`src/hw/rtl/doubly_linked_list_engine_macros.svh`:
```
// Assertion macros for the doubly linked list engine.
`ifndef DOUBLY_LINKED_LIST_ENGINE_MACROS_SVH
`define DOUBLY_LINKED_LIST_ENGINE_MACROS_SVH
`ifndef ASSERT_OFF
`define DLE_ASSERT(lbl, prop, msg) \
    lbl: assert property (@(posedge clk) disable iff (!rst_n) prop) else $error(msg);
`define DLE_ASSERT_NEVER(lbl, cond, msg) \
    `DLE_ASSERT(lbl, !(cond), msg)
`else
`define DLE_ASSERT(lbl, prop, msg)
`define DLE_ASSERT_NEVER(lbl, cond, msg)
`endif
`endif

```
`src/hw/rtl/dle_pkg.sv`:
```
// Package: command and result word types and codes for the list engine.
`default_nettype none
package dle_pkg;

    localparam int VAL_W = 32;
    localparam int POS_W = 7;
    localparam int LEN_W = 7;

    localparam logic [3:0] OP_INS_HEAD = 4'd0;
    localparam logic [3:0] OP_INS_TAIL = 4'd1;
    localparam logic [3:0] OP_INS_AT   = 4'd2;
    localparam logic [3:0] OP_DEL_HEAD = 4'd3;
    localparam logic [3:0] OP_DEL_TAIL = 4'd4;
    localparam logic [3:0] OP_DEL_AT   = 4'd5;
    localparam logic [3:0] OP_DUMP_FWD = 4'd6;
    localparam logic [3:0] OP_DUMP_REV = 4'd7;
    localparam logic [3:0] OP_CLEAR    = 4'd8;

    localparam logic [1:0] ST_OK    = 2'd0;
    localparam logic [1:0] ST_FULL  = 2'd1;
    localparam logic [1:0] ST_EMPTY = 2'd2;
    localparam logic [1:0] ST_RANGE = 2'd3;

    typedef struct packed {
        logic [3:0]              op;
        logic signed [VAL_W-1:0] value;
        logic [POS_W-1:0]        position;
    } cmd_t;

    typedef struct packed {
        logic signed [VAL_W-1:0] item_value;
        logic [1:0]              status;
        logic                    last;
        logic [LEN_W-1:0]        length;
    } result_t;

endpackage
`default_nettype wire

```
`src/hw/rtl/dle_pool.sv`:
```
// Node pool: value, forward link and backward link memories, one read address.
`default_nettype none
module dle_pool
    import dle_pkg::*;
#(
    parameter int DEPTH = 64,
    parameter int IW    = 6,
    parameter int VW    = 32
) (
    input  wire logic          clk,
    input  wire logic          rst_n,
    input  wire logic          clear,
    input  wire logic          rd_en,
    input  wire logic [IW-1:0] rd_addr,
    output logic [VW-1:0]      val_rd,
    output logic [IW-1:0]      fwd_rd,
    output logic [IW-1:0]      bwd_rd,
    input  wire logic          val_we,
    input  wire logic [IW-1:0] val_waddr,
    input  wire logic [VW-1:0] val_wdata,
    input  wire logic          fwd_we,
    input  wire logic [IW-1:0] fwd_waddr,
    input  wire logic [IW-1:0] fwd_wdata,
    input  wire logic          bwd_we,
    input  wire logic [IW-1:0] bwd_waddr,
    input  wire logic [IW-1:0] bwd_wdata
);

    logic [VW-1:0]    val_mem [DEPTH];
    logic [IW-1:0]    fwd_mem [DEPTH];
    logic [IW-1:0]    bwd_mem [DEPTH];
    logic [DEPTH-1:0] fwd_vld_reg;
    logic             vld_q_reg;
    logic [IW-1:0]    addr_q_reg;
    logic [IW-1:0]    fwd_q_reg;

    always_ff @(posedge clk)
    begin
        if (val_we)
        begin
            val_mem[val_waddr] <= val_wdata;
        end
        if (fwd_we)
        begin
            fwd_mem[fwd_waddr] <= fwd_wdata;
        end
        if (bwd_we)
        begin
            bwd_mem[bwd_waddr] <= bwd_wdata;
        end
        if (rd_en)
        begin
            val_rd     <= val_mem[rd_addr];
            fwd_q_reg  <= fwd_mem[rd_addr];
            bwd_rd     <= bwd_mem[rd_addr];
            addr_q_reg <= rd_addr;
        end
    end

    // unwritten forward link reads as the reset chain i+1 (the last entry links to 0)
    always_ff @(posedge clk or negedge rst_n)
    begin
        if (!rst_n)
        begin
            fwd_vld_reg <= '0;
            vld_q_reg   <= 1'b0;
        end
        else
        begin
            if (rd_en)
            begin
                vld_q_reg <= fwd_vld_reg[rd_addr] && !(fwd_we && fwd_waddr == rd_addr) ?
                             1'b1 : fwd_vld_reg[rd_addr];
            end
            if (clear)
            begin
                fwd_vld_reg <= '0;
            end
            else if (fwd_we)
            begin
                fwd_vld_reg[fwd_waddr] <= 1'b1;
            end
        end
    end

    always_comb
    begin
        if (vld_q_reg)
        begin
            fwd_rd = fwd_q_reg;
        end
        else if (addr_q_reg == IW'(DEPTH - 1))
        begin
            fwd_rd = '0;
        end
        else
        begin
            fwd_rd = addr_q_reg + IW'(1);
        end
    end

endmodule
`default_nettype wire

```
`src/hw/rtl/doubly_linked_list_engine.sv`:
```
// Top level: doubly linked list engine, command sequencer over the node pool.
//
//   channel  | handshake      | word
//   ---------+----------------+---------------------------------------
//   command  | start / busy   | cmd    (op, value, position)
//   result   | done strobe    | result (item_value, status, last, length)
//
// Errors, clear and unknown ops: result in the cycle after start.
// Head/tail insert finishes in S_TAKE; head/tail delete in S_WALK, S_WSTEP, S_DGIVE.
// Positional ops walk node by node. Dump: one link memory read per step sets the pace.
// Reset leaves an empty list; no clearing pass. Results cannot be stalled.
`default_nettype none
module doubly_linked_list_engine
    import dle_pkg::*;
#(
    parameter int POOL_DEPTH  = 64,
    parameter int VALUE_WIDTH = 32
) (
    input  wire logic clk,
    input  wire logic rst_n,
    input  wire logic start,
    output logic      busy,
    input  wire cmd_t cmd,
    output logic      done,
    output result_t   result
);

    `include "doubly_linked_list_engine_macros.svh"

    localparam int IW = $clog2(POOL_DEPTH);
    localparam int CW = $clog2(POOL_DEPTH + 1);
    localparam int PW = ((CW > POS_W) ? CW : POS_W) + 1;

    typedef enum logic [3:0] {
        S_IDLE, S_TAKE, S_WALK, S_WSTEP, S_LINK1, S_LINK2, S_DGIVE, S_DUMPRD, S_DUMPEM
    } state_t;

    state_t           state_reg, state_next;
    logic [3:0]       op_reg, op_next;
    logic [CW-1:0]    p_reg, p_next;
    logic [CW-1:0]    steps_reg, steps_next;
    logic [IW-1:0]    cur_reg, cur_next;
    logic [IW-1:0]    node_reg, node_next;
    logic [IW-1:0]    nx_reg, nx_next;
    logic [VALUE_WIDTH-1:0] val_reg, val_next;
    logic [IW-1:0]    head_reg, head_next;
    logic [IW-1:0]    tail_reg, tail_next;
    logic [IW-1:0]    free_reg, free_next;
    logic [CW-1:0]    count_reg, count_next;
    logic             done_next;
    result_t          res_next;

    logic                   clear;
    logic                   rd_en;
    logic [IW-1:0]          rd_addr;
    logic [VALUE_WIDTH-1:0] val_rd;
    logic [IW-1:0]          fwd_rd;
    logic [IW-1:0]          bwd_rd;
    logic                   val_we;
    logic [IW-1:0]          val_waddr;
    logic [VALUE_WIDTH-1:0] val_wdata;
    logic                   fwd_we;
    logic [IW-1:0]          fwd_waddr;
    logic [IW-1:0]          fwd_wdata;
    logic                   bwd_we;
    logic [IW-1:0]          bwd_waddr;
    logic [IW-1:0]          bwd_wdata;

    dle_pool #(
        .DEPTH (POOL_DEPTH),
        .IW    (IW),
        .VW    (VALUE_WIDTH)
    ) u_pool (
        .clk       (clk),
        .rst_n     (rst_n),
        .clear     (clear),
        .rd_en     (rd_en),
        .rd_addr   (rd_addr),
        .val_rd    (val_rd),
        .fwd_rd    (fwd_rd),
        .bwd_rd    (bwd_rd),
        .val_we    (val_we),
        .val_waddr (val_waddr),
        .val_wdata (val_wdata),
        .fwd_we    (fwd_we),
        .fwd_waddr (fwd_waddr),
        .fwd_wdata (fwd_wdata),
        .bwd_we    (bwd_we),
        .bwd_waddr (bwd_waddr),
        .bwd_wdata (bwd_wdata)
    );

    function automatic result_t mk_res(logic [VALUE_WIDTH-1:0] v, logic [1:0] st,
                                       logic lst, logic [CW-1:0] len);
        result_t r;
        r.item_value = VAL_W'(v);
        r.status     = st;
        r.last       = lst;
        r.length     = LEN_W'(len);
        return r;
    endfunction

    assign busy = (state_reg != S_IDLE);

    always_comb
    begin
        logic [PW-1:0] pos_w;
        logic [PW-1:0] cnt_w;
        logic [CW-1:0] p_sel;
        logic          is_ins;
        logic          is_del;
        pos_w  = PW'(cmd.position);
        cnt_w  = PW'(count_reg);
        p_sel  = '0;
        is_ins = (cmd.op == OP_INS_HEAD) || (cmd.op == OP_INS_TAIL) || (cmd.op == OP_INS_AT);
        is_del = (cmd.op == OP_DEL_HEAD) || (cmd.op == OP_DEL_TAIL) || (cmd.op == OP_DEL_AT);

        state_next = state_reg;
        op_next    = op_reg;
        p_next     = p_reg;
        steps_next = steps_reg;
        cur_next   = cur_reg;
        node_next  = node_reg;
        nx_next    = nx_reg;
        val_next   = val_reg;
        head_next  = head_reg;
        tail_next  = tail_reg;
        free_next  = free_reg;
        count_next = count_reg;
        done_next  = 1'b0;
        res_next   = result;
        clear      = 1'b0;
        rd_en      = 1'b0;
        rd_addr    = cur_reg;
        val_we     = 1'b0;
        val_waddr  = node_reg;
        val_wdata  = val_reg;
        fwd_we     = 1'b0;
        fwd_waddr  = node_reg;
        fwd_wdata  = head_reg;
        bwd_we     = 1'b0;
        bwd_waddr  = head_reg;
        bwd_wdata  = node_reg;

        case (state_reg)
            S_IDLE:
            begin
                if (start)
                begin
                    op_next  = cmd.op;
                    val_next = VALUE_WIDTH'($unsigned(cmd.value));
                    if (is_ins)
                    begin
                        if (count_reg == CW'(POOL_DEPTH))
                        begin
                            done_next = 1'b1;
                            res_next  = mk_res('0, ST_FULL, 1'b1, count_reg);
                        end
                        else if (cmd.op == OP_INS_AT &&
                                 (pos_w == '0 || pos_w > cnt_w + PW'(1)))
                        begin
                            done_next = 1'b1;
                            res_next  = mk_res('0, ST_RANGE, 1'b1, count_reg);
                        end
                        else
                        begin
                            if (cmd.op == OP_INS_HEAD)
                            begin
                                p_next = CW'(1);
                            end
                            else if (cmd.op == OP_INS_TAIL)
                            begin
                                p_next = count_reg + CW'(1);
                            end
                            else
                            begin
                                p_next = CW'(cmd.position);
                            end
                            rd_en      = 1'b1;
                            rd_addr    = free_reg;
                            node_next  = free_reg;
                            state_next = S_TAKE;
                        end
                    end
                    else if (is_del)
                    begin
                        if (count_reg == '0)
                        begin
                            done_next = 1'b1;
                            res_next  = mk_res('0, ST_EMPTY, 1'b1, count_reg);
                        end
                        else if (cmd.op == OP_DEL_AT && (pos_w == '0 || pos_w > cnt_w))
                        begin
                            done_next = 1'b1;
                            res_next  = mk_res('0, ST_RANGE, 1'b1, count_reg);
                        end
                        else
                        begin
                            if (cmd.op == OP_DEL_HEAD)
                            begin
                                p_sel = CW'(1);
                            end
                            else if (cmd.op == OP_DEL_TAIL)
                            begin
                                p_sel = count_reg;
                            end
                            else
                            begin
                                p_sel = CW'(cmd.position);
                            end
                            p_next     = p_sel;
                            steps_next = '0;
                            state_next = S_WALK;
                            if (count_reg == CW'(1) || p_sel == CW'(1))
                            begin
                                cur_next = head_reg;
                            end
                            else if (p_sel == count_reg)
                            begin
                                cur_next = tail_reg;
                            end
                            else
                            begin
                                cur_next   = head_reg;
                                steps_next = p_sel - CW'(1);
                            end
                        end
                    end
                    else if (cmd.op == OP_DUMP_FWD || cmd.op == OP_DUMP_REV)
                    begin
                        if (count_reg == '0)
                        begin
                            done_next = 1'b1;
                            res_next  = mk_res('0, ST_EMPTY, 1'b1, count_reg);
                        end
                        else
                        begin
                            cur_next   = (cmd.op == OP_DUMP_FWD) ? head_reg : tail_reg;
                            steps_next = count_reg - CW'(1);
                            state_next = S_DUMPRD;
                        end
                    end
                    else if (cmd.op == OP_CLEAR)
                    begin
                        clear      = 1'b1;
                        head_next  = '0;
                        tail_next  = '0;
                        free_next  = '0;
                        count_next = '0;
                        done_next  = 1'b1;
                        res_next   = mk_res('0, ST_OK, 1'b1, '0);
                    end
                    else
                    begin
                        done_next = 1'b1;
                        res_next  = mk_res('0, ST_OK, 1'b1, count_reg);
                    end
                end
            end

            S_TAKE:
            begin
                free_next = fwd_rd;
                val_we    = 1'b1;
                if (count_reg == '0 || p_reg == CW'(1) || p_reg == count_reg + CW'(1))
                begin
                    if (count_reg == '0)
                    begin
                        head_next = node_reg;
                        tail_next = node_reg;
                    end
                    else if (p_reg == CW'(1))
                    begin
                        fwd_we    = 1'b1;
                        fwd_waddr = node_reg;
                        fwd_wdata = head_reg;
                        bwd_we    = 1'b1;
                        bwd_waddr = head_reg;
                        bwd_wdata = node_reg;
                        head_next = node_reg;
                    end
                    else
                    begin
                        bwd_we    = 1'b1;
                        bwd_waddr = node_reg;
                        bwd_wdata = tail_reg;
                        fwd_we    = 1'b1;
                        fwd_waddr = tail_reg;
                        fwd_wdata = node_reg;
                        tail_next = node_reg;
                    end
                    count_next = count_reg + CW'(1);
                    done_next  = 1'b1;
                    res_next   = mk_res('0, ST_OK, 1'b1, count_reg + CW'(1));
                    state_next = S_IDLE;
                end
                else
                begin
                    cur_next   = head_reg;
                    steps_next = p_reg - CW'(2);
                    state_next = S_WALK;
                end
            end

            S_WALK:
            begin
                rd_en      = 1'b1;
                rd_addr    = cur_reg;
                state_next = S_WSTEP;
            end

            S_WSTEP:
            begin
                if (steps_reg != '0)
                begin
                    cur_next   = fwd_rd;
                    steps_next = steps_reg - CW'(1);
                    state_next = S_WALK;
                end
                else if (op_reg == OP_INS_HEAD || op_reg == OP_INS_TAIL || op_reg == OP_INS_AT)
                begin
                    nx_next    = fwd_rd;
                    state_next = S_LINK1;
                end
                else
                begin
                    node_next  = cur_reg;
                    val_next   = val_rd;
                    state_next = S_DGIVE;
                    if (count_reg == CW'(1))
                    begin
                        head_next = head_reg;
                    end
                    else if (p_reg == CW'(1))
                    begin
                        head_next = fwd_rd;
                    end
                    else if (p_reg == count_reg)
                    begin
                        tail_next = bwd_rd;
                    end
                    else
                    begin
                        fwd_we    = 1'b1;
                        fwd_waddr = bwd_rd;
                        fwd_wdata = fwd_rd;
                        bwd_we    = 1'b1;
                        bwd_waddr = fwd_rd;
                        bwd_wdata = bwd_rd;
                    end
                end
            end

            S_LINK1:
            begin
                fwd_we     = 1'b1;
                fwd_waddr  = node_reg;
                fwd_wdata  = nx_reg;
                bwd_we     = 1'b1;
                bwd_waddr  = node_reg;
                bwd_wdata  = cur_reg;
                state_next = S_LINK2;
            end

            S_LINK2:
            begin
                bwd_we     = 1'b1;
                bwd_waddr  = nx_reg;
                bwd_wdata  = node_reg;
                fwd_we     = 1'b1;
                fwd_waddr  = cur_reg;
                fwd_wdata  = node_reg;
                count_next = count_reg + CW'(1);
                done_next  = 1'b1;
                res_next   = mk_res('0, ST_OK, 1'b1, count_reg + CW'(1));
                state_next = S_IDLE;
            end

            S_DGIVE:
            begin
                fwd_we     = 1'b1;
                fwd_waddr  = node_reg;
                fwd_wdata  = free_reg;
                free_next  = node_reg;
                count_next = count_reg - CW'(1);
                done_next  = 1'b1;
                res_next   = mk_res(val_reg, ST_OK, 1'b1, count_reg - CW'(1));
                state_next = S_IDLE;
            end

            S_DUMPRD:
            begin
                rd_en      = 1'b1;
                rd_addr    = cur_reg;
                state_next = S_DUMPEM;
            end

            S_DUMPEM:
            begin
                done_next = 1'b1;
                res_next  = mk_res(val_rd, ST_OK, steps_reg == '0, count_reg);
                if (steps_reg == '0)
                begin
                    state_next = S_IDLE;
                end
                else
                begin
                    cur_next   = (op_reg == OP_DUMP_FWD) ? fwd_rd : bwd_rd;
                    steps_next = steps_reg - CW'(1);
                    state_next = S_DUMPRD;
                end
            end

            default:
            begin
                state_next = S_IDLE;
            end
        endcase
    end

    always_ff @(posedge clk or negedge rst_n)
    begin
        if (!rst_n)
        begin
            state_reg <= S_IDLE;
            head_reg  <= '0;
            tail_reg  <= '0;
            free_reg  <= '0;
            count_reg <= '0;
            done      <= 1'b0;
        end
        else
        begin
            state_reg <= state_next;
            head_reg  <= head_next;
            tail_reg  <= tail_next;
            free_reg  <= free_next;
            count_reg <= count_next;
            done      <= done_next;
        end
    end

    always_ff @(posedge clk)
    begin
        op_reg    <= op_next;
        p_reg     <= p_next;
        steps_reg <= steps_next;
        cur_reg   <= cur_next;
        node_reg  <= node_next;
        nx_reg    <= nx_next;
        val_reg   <= val_next;
        result    <= res_next;
    end

    `DLE_ASSERT_NEVER(a_count_bound, count_reg > CW'(POOL_DEPTH), "list count above pool depth")
    `DLE_ASSERT_NEVER(a_done_idle, done && result.last && busy, "final word while still busy")
    `DLE_ASSERT(a_accept_progress, start && !busy |=> busy || done, "accepted word lost")

endmodule
`default_nettype wire
```
`config.mk`:
```
export PLATFORM = sky130hd
export DESIGN_NAME = doubly_linked_list_engine
export DESIGN_NICKNAME = d
export VERILOG_FILES = /design/src/hw/rtl/dle_pkg.sv /design/src/hw/rtl/dle_pool.sv /design/src/hw/rtl/doubly_linked_list_engine.sv
export VERILOG_INCLUDE_DIRS = /design/src /design/src/hw/rtl
export SDC_FILE = /design/constraint.sdc
export NUM_CORES = 2
export LEC_CHECK = 0
export BUFFER_PORTS_ARGS = -buffer_cell sky130_fd_sc_hd__buf_2
export CORE_UTILIZATION = 55
export CTS_CLUSTER_SIZE = 10
export DETAILED_ROUTE_END_ITERATION = 8
export GPL_TIMING_DRIVEN = 0
export PLACE_DENSITY = 0.69
export SLEW_MARGIN = 30
export SYNTH_ARGS = -nofsm -noshare
export SYNTH_HDL_FRONTEND = slang
export SYNTH_SLANG_ARGS = --single-unit
```
`constraint.sdc`:
```
create_clock -name clk -period 5.44 [get_ports clk]
set_input_delay 1.088 -clock clk [delete_from_list [all_inputs] [get_ports clk]]
set_output_delay 1.088 -clock clk [all_outputs]
set_load 0.05 [all_outputs]
```
# Word-level counts from Yosys, hierarchy flattened
# Memory sizes are Yosys's and may differ from the RTL's. A register that Yosys moved wholly into a read port is not among the register bits.
# Index checks and enable logic that the tools add are counted.
# word_totals
register_bits	211
latchBits	0
ram_bits	2816
romBits	0
inputBits	46
out_inout_bits	44
memories	3
# classes
addsub	7
mul	0
n_div	0
n_lt_le_gt_ge	5
eq_ne	63
shifts	0
mux	183
bitwise_logic	2
reduce_logical	50
# mem_list
name	words	word_bits	rd	rd_clocked_by_memory_dff	wr	line_no	text
u_pool.val_mem	64	32	1	1	1	dle_pool.sv:29	logic [VW-1:0] val_mem [DEPTH];
u_pool.bwd_mem	64	6	1	1	1	dle_pool.sv:31	logic [IW-1:0] bwd_mem [DEPTH];
u_pool.fwd_mem	64	6	1	1	1	dle_pool.sv:30	logic [IW-1:0] fwd_mem [DEPTH];
# ops
operator	n
two-way mux 42 bit	10
two-way mux 6 bit	63
two-way mux 7 bit	35
case mux 42 bit (5 select lines)	1
two-way mux 64 bit	2
two-way mux 32 bit	3
case mux 6 bit (3 select lines)	5
bitwise OR 64 bit	1
case mux 32 bit (2 select lines)	1
case mux 7 bit (4 select lines)	2
case mux 6 bit (4 select lines)	2
!= test 2 bit (second input constant)	23
two-way mux 1 bit	37
== test 4 x 3 -> 1 bit (second input constant)	9
two-way mux 4 bit	9
case mux 6 bit (5 select lines)	1
case mux 4 bit (7 select lines)	1
== test 7 x 1 -> 1 bit (second input constant)	3
== test 7 bit	3
logical NOT 7 bit	3
!= test 3 bit (second input constant)	7
AND reduction 7 bit	3
subtractor 7 x 1 -> 7 bit (second input constant)	3
== test 4 x 2 -> 1 bit (second input constant)	5
41 further kinds	78

# Longest topological paths before layout
# logic_depth
ltp_word	18
depth_mapped	23
depth_no_buf	17

# Modules after synthesis
# A second synthesis with hierarchy kept.
# hier_totals
hier_cells	5745
hier_area_um2	121466.5
# by_module_without_submodules
mod	n_inst	cells_per_inst	area_each_um2	seq_area_each_um2
dle_pool	1	4676	111858.5	87689.1
doubly_linked_list_engine	1	1069	9608.0	4053.9

# Worst setup path after synthesis
# OpenSTA, ideal clock, no wires.
# synth_path
path_type	input-to-reg
from	input cmd[1] in the netlist's numbering
to	register cur_reg[0], enable pin
arrival_time_ps	4847
required_ps	4984
path_slack_ps	137
path_stages	11
path_buffers	0
path_cell_list	ha_1 nor2b_1 o21a_1 o21a_1 o21a_1 o21a_1 o21a_1 o22ai_1 a21o_1 nand3_1 a2111oi_0
# synth_between
elab_chain_len	5
elab_cells_between_ends	6
# synth_lines
item	line_no	text
from (decl)	doubly_linked_list_engine.sv:23	input wire cmd_t cmd,
> comparator 7 bit or logical NOT 7 bit (tied branches)	doubly_linked_list_engine.sv:192	else if (cmd.op == OP_DEL_AT && (pos_w == '0 || pos_w > cnt_w))
logical OR 1 bit (*)	doubly_linked_list_engine.sv:192	
logical AND 1 bit (*)	doubly_linked_list_engine.sv:192	
!= test 3 bit (no line) (*)	--	
AND reduction 9 bit (no line) (*)	--	
to (signal assigned)	doubly_linked_list_engine.sv:448	cur_reg <= cur_next;
to (decl)	doubly_linked_list_engine.sv:42	logic [IW-1:0] cur_reg, cur_next;
# Mark *: on every way between the ends. The rest lies on a longest branch, timed or not.
# A chain may end at the register's enable or synchronous reset.

# Final worst setup path
# layout_path
from	register count_reg[0]
to	register u_pool.val_rd[13], read port of u_pool.val_mem (data pin)
# layout_between
elab_chain_len	9
elab_cells_between_ends	15
# layout_lines
item	line_no	text
from (decl)	doubly_linked_list_engine.sv:49	logic [CW-1:0] count_reg, count_next;
from (signal assigned)	doubly_linked_list_engine.sv:438	count_reg <= count_next;
adder 7 x 1 -> 8 bit	doubly_linked_list_engine.sv:160	(pos_w == '0 || pos_w > cnt_w + PW'(1)))
> comparator 7 x 8 -> 1 bit	doubly_linked_list_engine.sv:160	
logical OR 1 bit	doubly_linked_list_engine.sv:160	
logical AND 1 bit	doubly_linked_list_engine.sv:159	else if (cmd.op == OP_INS_AT &&
two-way mux 1 bit or two-way mux 6 bit (tied branches)	doubly_linked_list_engine.sv:159	
two-way mux 1 bit or two-way mux 6 bit (tied branches)	doubly_linked_list_engine.sv:154	if (count_reg == CW'(POOL_DEPTH))
two-way mux 1 bit or two-way mux 6 bit (tied branches)	doubly_linked_list_engine.sv:152	if (is_ins)
two-way mux 1 bit or two-way mux 6 bit (tied branches)	doubly_linked_list_engine.sv:148	if (start)
case mux 1 bit (2 select lines) or two-way mux 6 bit (tied branches)	doubly_linked_list_engine.sv:145	case (state_reg)
to (decl)	dle_pool.sv:15	output logic [VW-1:0] val_rd,
# Several ways; a longest one is shown, not always the timed one.

==> results.sh <==
export IMPL_io_pins=90
export IMPL_drive_above_1_share=0.240
export IMPL_ys_seq_elements=3071
export IMPL_via_per_inst=7.09
export IMPL_die_area_um2=223000
export IMPL_path_clk_slew_ns=0.06
export IMPL_slew_violations=0
export IMPL_io_buffer_count=89
export IMPL_synth_top_area_share=0.735
export IMPL_violations="setup timing"
export IMPL_antenna_left=0
export IMPL_critPathMaxFanout=10
export IMPL_fmax_mhz=178
export IMPL_reg2reg_slack_ns=-0.17
export IMPL_finClkSkew_ns=0.0610
export IMPL_pwr_share_clk=0.229
export IMPL_ys_top_cells_by_area="edfxtp_1 74%, mux4_2 6.6%, nand2_1 4.7%"
export IMPL_critPathKind="flip-flop to flip-flop"
export IMPL_grt_max_degree=65
export IMPL_synthCells=7610
export IMPL_synth_ff_type="edfxtp_1"
export IMPL_final_area_um2=147000
export IMPL_synth_commonest_cells="2,976 x edfxtp_1, 1,530 x nand2_1, 387 x nand3_1"
export IMPL_top_regs="u_pool.val_mem (2048), u_pool.bwd_mem (384), u_pool.fwd_mem (384)"
export IMPL_r2r_end="u_pool.val_rd[13]"
export IMPL_vdd_ir_drop_max_mv=0.411
export IMPL_cts_sinks=3071
export IMPL_grt_pass1_wl_um=620000
export IMPL_avgRoutedWirePerCell_um=40.1
export IMPL_track_usage=0.411
export IMPL_drt_total_wl_um=463000
export IMPL_areaGrowthSynthToFinish_pct=20.8
export IMPL_cp_end_kind="flip-flop"
export IMPL_clk_latency_ns=1.00
export IMPL_dieWidth_um=472
export IMPL_vias=81800
export IMPL_cap_violations=0
export IMPL_synth_edf_count=2976
export IMPL_status="finished, violations left"
export IMPL_period_share=1.03
export IMPL_reg2regPathDepth=19
export IMPL_multi_input_area_um2=30800
export IMPL_dp_hpwl_um=321000
export IMPL_drc=0
export IMPL_regArea_um2=91700
export IMPL_arrival_ns=6.43
export IMPL_first_pass_iters=9
export IMPL_grt_pass1_vias=76400
export IMPL_final_cell_count_no_fill=11500
export IMPL_top_register="u_pool.val_mem"
export IMPL_period_needed_ns=5.61
export IMPL_clock_tree_buffer_depth=4
export IMPL_seq_power_share=0.340
export IMPL_tightest_slew_ns=1.21
export IMPL_async_flop_share=0.0309
export IMPL_cts_buffers=362
export IMPL_rsz0062_at_grt="true"
export IMPL_pwr_density_cell_nw_per_um2=626
export IMPL_synth_top_cell_by_area="edfxtp_1"
export IMPL_yosysUniqueCellTypes=81
export IMPL_place_area_um2=133000
export IMPL_combPwrFrac=0.431
export IMPL_place_congestion=1.00
export IMPL_cts_tree="yes"
export IMPL_power_leakage_nw=48.9
export IMPL_core_area_um2=220000
export IMPL_total_power_mw=92.0
export IMPL_syn_nets=7677
export IMPL_rows=172
export IMPL_synth_most_common_cell="edfxtp_1"
export IMPL_maxSlewHeadroom=0.189
export IMPL_worstSetupStartpointType="flip-flop"
export IMPL_h_tree_depth=5
export IMPL_fin_util=0.668
export IMPL_worst_slack_ns=-0.173
export IMPL_nets=8553
export IMPL_internal_power_mw=54.4
export IMPL_overflow=0
export IMPL_switching_share=0.409
export IMPL_first_iter_violations=16000
export IMPL_power_net_switching_mw=37.6
export IMPL_initial_core_util=0.553
export IMPL_syn_area_um2=122000
export IMPL_ys_seq_area_frac=0.755
export IMPL_dieHeight_um=472
export IMPL_ys_warnings_count=0
export IMPL_hold_violations=0
export IMPL_hp_class="input port to asynchronous set/reset pin"
export IMPL_nFillCells=14400
export IMPL_pre_cts_ws_ns=-2.99
export IMPL_placed_cells=11000
export IMPL_root_buffer="clkbuf_16"
export IMPL_largest_reg_flops=2048
export IMPL_antenna_found_initial=21
export IMPL_critPathRequiredTime_ns=6.26
export IMPL_synth_area_per_cell_um2=16.0
export IMPL_timing_rr_start="count_reg[0]"
export IMPL_setup_viol_count_final=41
==> cell usage in the layout (no fill, tap or decap), types with 20 or more instances in the layout <==
cell type     n
clkbuf_2    127
buf_8        74
o22ai_1      24
o21ai_0      47
buf_4       166
a21oi_4      30
diode_2      22
a22o_1      100
a22oi_2      70
nor2_1      137
edfxtp_1   2976
o21a_1       71
buf_12       50
mux4_2      355
nor2_4       62
nand2_1    1525
buf_16      139
clkbuf_16   373
clkbuf_4     42
buf_2       138
a31oi_1     214
clkbuf_1    198
nor2_2       57
nand3_1     385
a22oi_1      35
a31oi_4      46
inv_1        37
buf_6        95
nand4_1      96
a22o_4       20
or3_4        34
a21oi_1     103
mux2i_1     117
dfrtp_1      94
xnor2_1      20
a32oi_1      90
==> repair_timing <==
item,4_1_cts,5_1_grt
resized for setup,766,175
buffers inserted,32,34
pin swaps,75,51
endpoints found under the setup margin,899,488
hold buffers,0,0
cloned,5,4
==> worst max path at each step <==
stage            startpoint                      to
3_3_place_gp   state_reg[1]  u_pool.val_mem[24][29]
2_1_floorplan        cmd[1]              cur_reg[0]
4_1_cts        steps_reg[0]   u_pool.bwd_mem[10][0]
5_1_grt        count_reg[0]       u_pool.val_rd[28]
3_5_place_dp   count_reg[0]        u_pool.val_rd[0]
6_report       count_reg[0]       u_pool.val_rd[13]
==> per-layer routing <==
| metal | GRT usage | routed length, µm | share of wire | vias to the layer above |
|---|---|---|---|---|
| li1 | - | - | - | 31300 |
| met1 | 0.540 | 155000 | 0.34 | 41000 |
| met2 | 0.570 | 193000 | 0.42 | 7916 |
| met3 | 0.146 | 72700 | 0.16 | 1619 |
| met4 | 0.296 | 41600 | 0.090 | 8 |
| met5 | 0.000433 | 179 | 0.00039 | - |
==> cell type report <==
class	instances	share of cell area
Sequential cell	3071	0.625
Multi-Input combinational cell	4009	0.210
Clock buffer	423	0.0641
Timing Repair Buffer	515	0.0495
Tap cell	2958	0.0252
Buffer	481	0.0233
Clock inverter	17	0.00133
Inverter	46	0.00130
Antenna cell	22	0.000375
==> power groups by stage <==
stage	Combinational [mW]	Sequential, mW	Clock [mW]
final	39.7	31.2	21.1
after global routing	39.5	31.3	21.8
after CTS	36.7	31.2	21.0
after detailed placement	32.9	31.6	0
after global placement	28.8	33.6	0
after floorplan	14.8	32.6	0
==> logic make-up after synthesis <==
group | Yosys count | share of synthesized area
mux | 478 | 0.0761
compound gates | 1035 | 0.0600
buf+inv | 530 | 0.0185
fa+ha+maj | 21 | 0.00216
xor+xnor | 40 | 0.00334
simple gates | 2435 | 0.0850
flops | 3071 | 0.755
==> critical path: stages, from the launching register on <==
cell      delay, ns
dfrtp_2        0.47
ha_4           0.19
and3_4         0.19
and3_4         0.17
xnor2_4        0.13
inv_2          0.08
ha_4           0.18
nor3_2         0.07
a211oi_4       0.32
o211ai_2       0.14
buf_4          0.17
o21ai_4        0.33
nand3_1        0.19
o21ai_4        0.26
buf_4          0.50
clkbuf_2       0.56
buf_2          0.53
a22oi_2        0.17
a21oi_2        0.53
or3_4          0.26
==> per-stage QoR <==
step	hold WS (ns)	TNS [ns]
global route	0.115	-0.869
global placement	0.467	-5495.60
floorplan	0.459	0
detailed placement	0.474	-637.97
CTS	0.0830	-0.0225
finish	0.0911	-3.16
No activity file was read; power rests on OpenSTA's default activity.
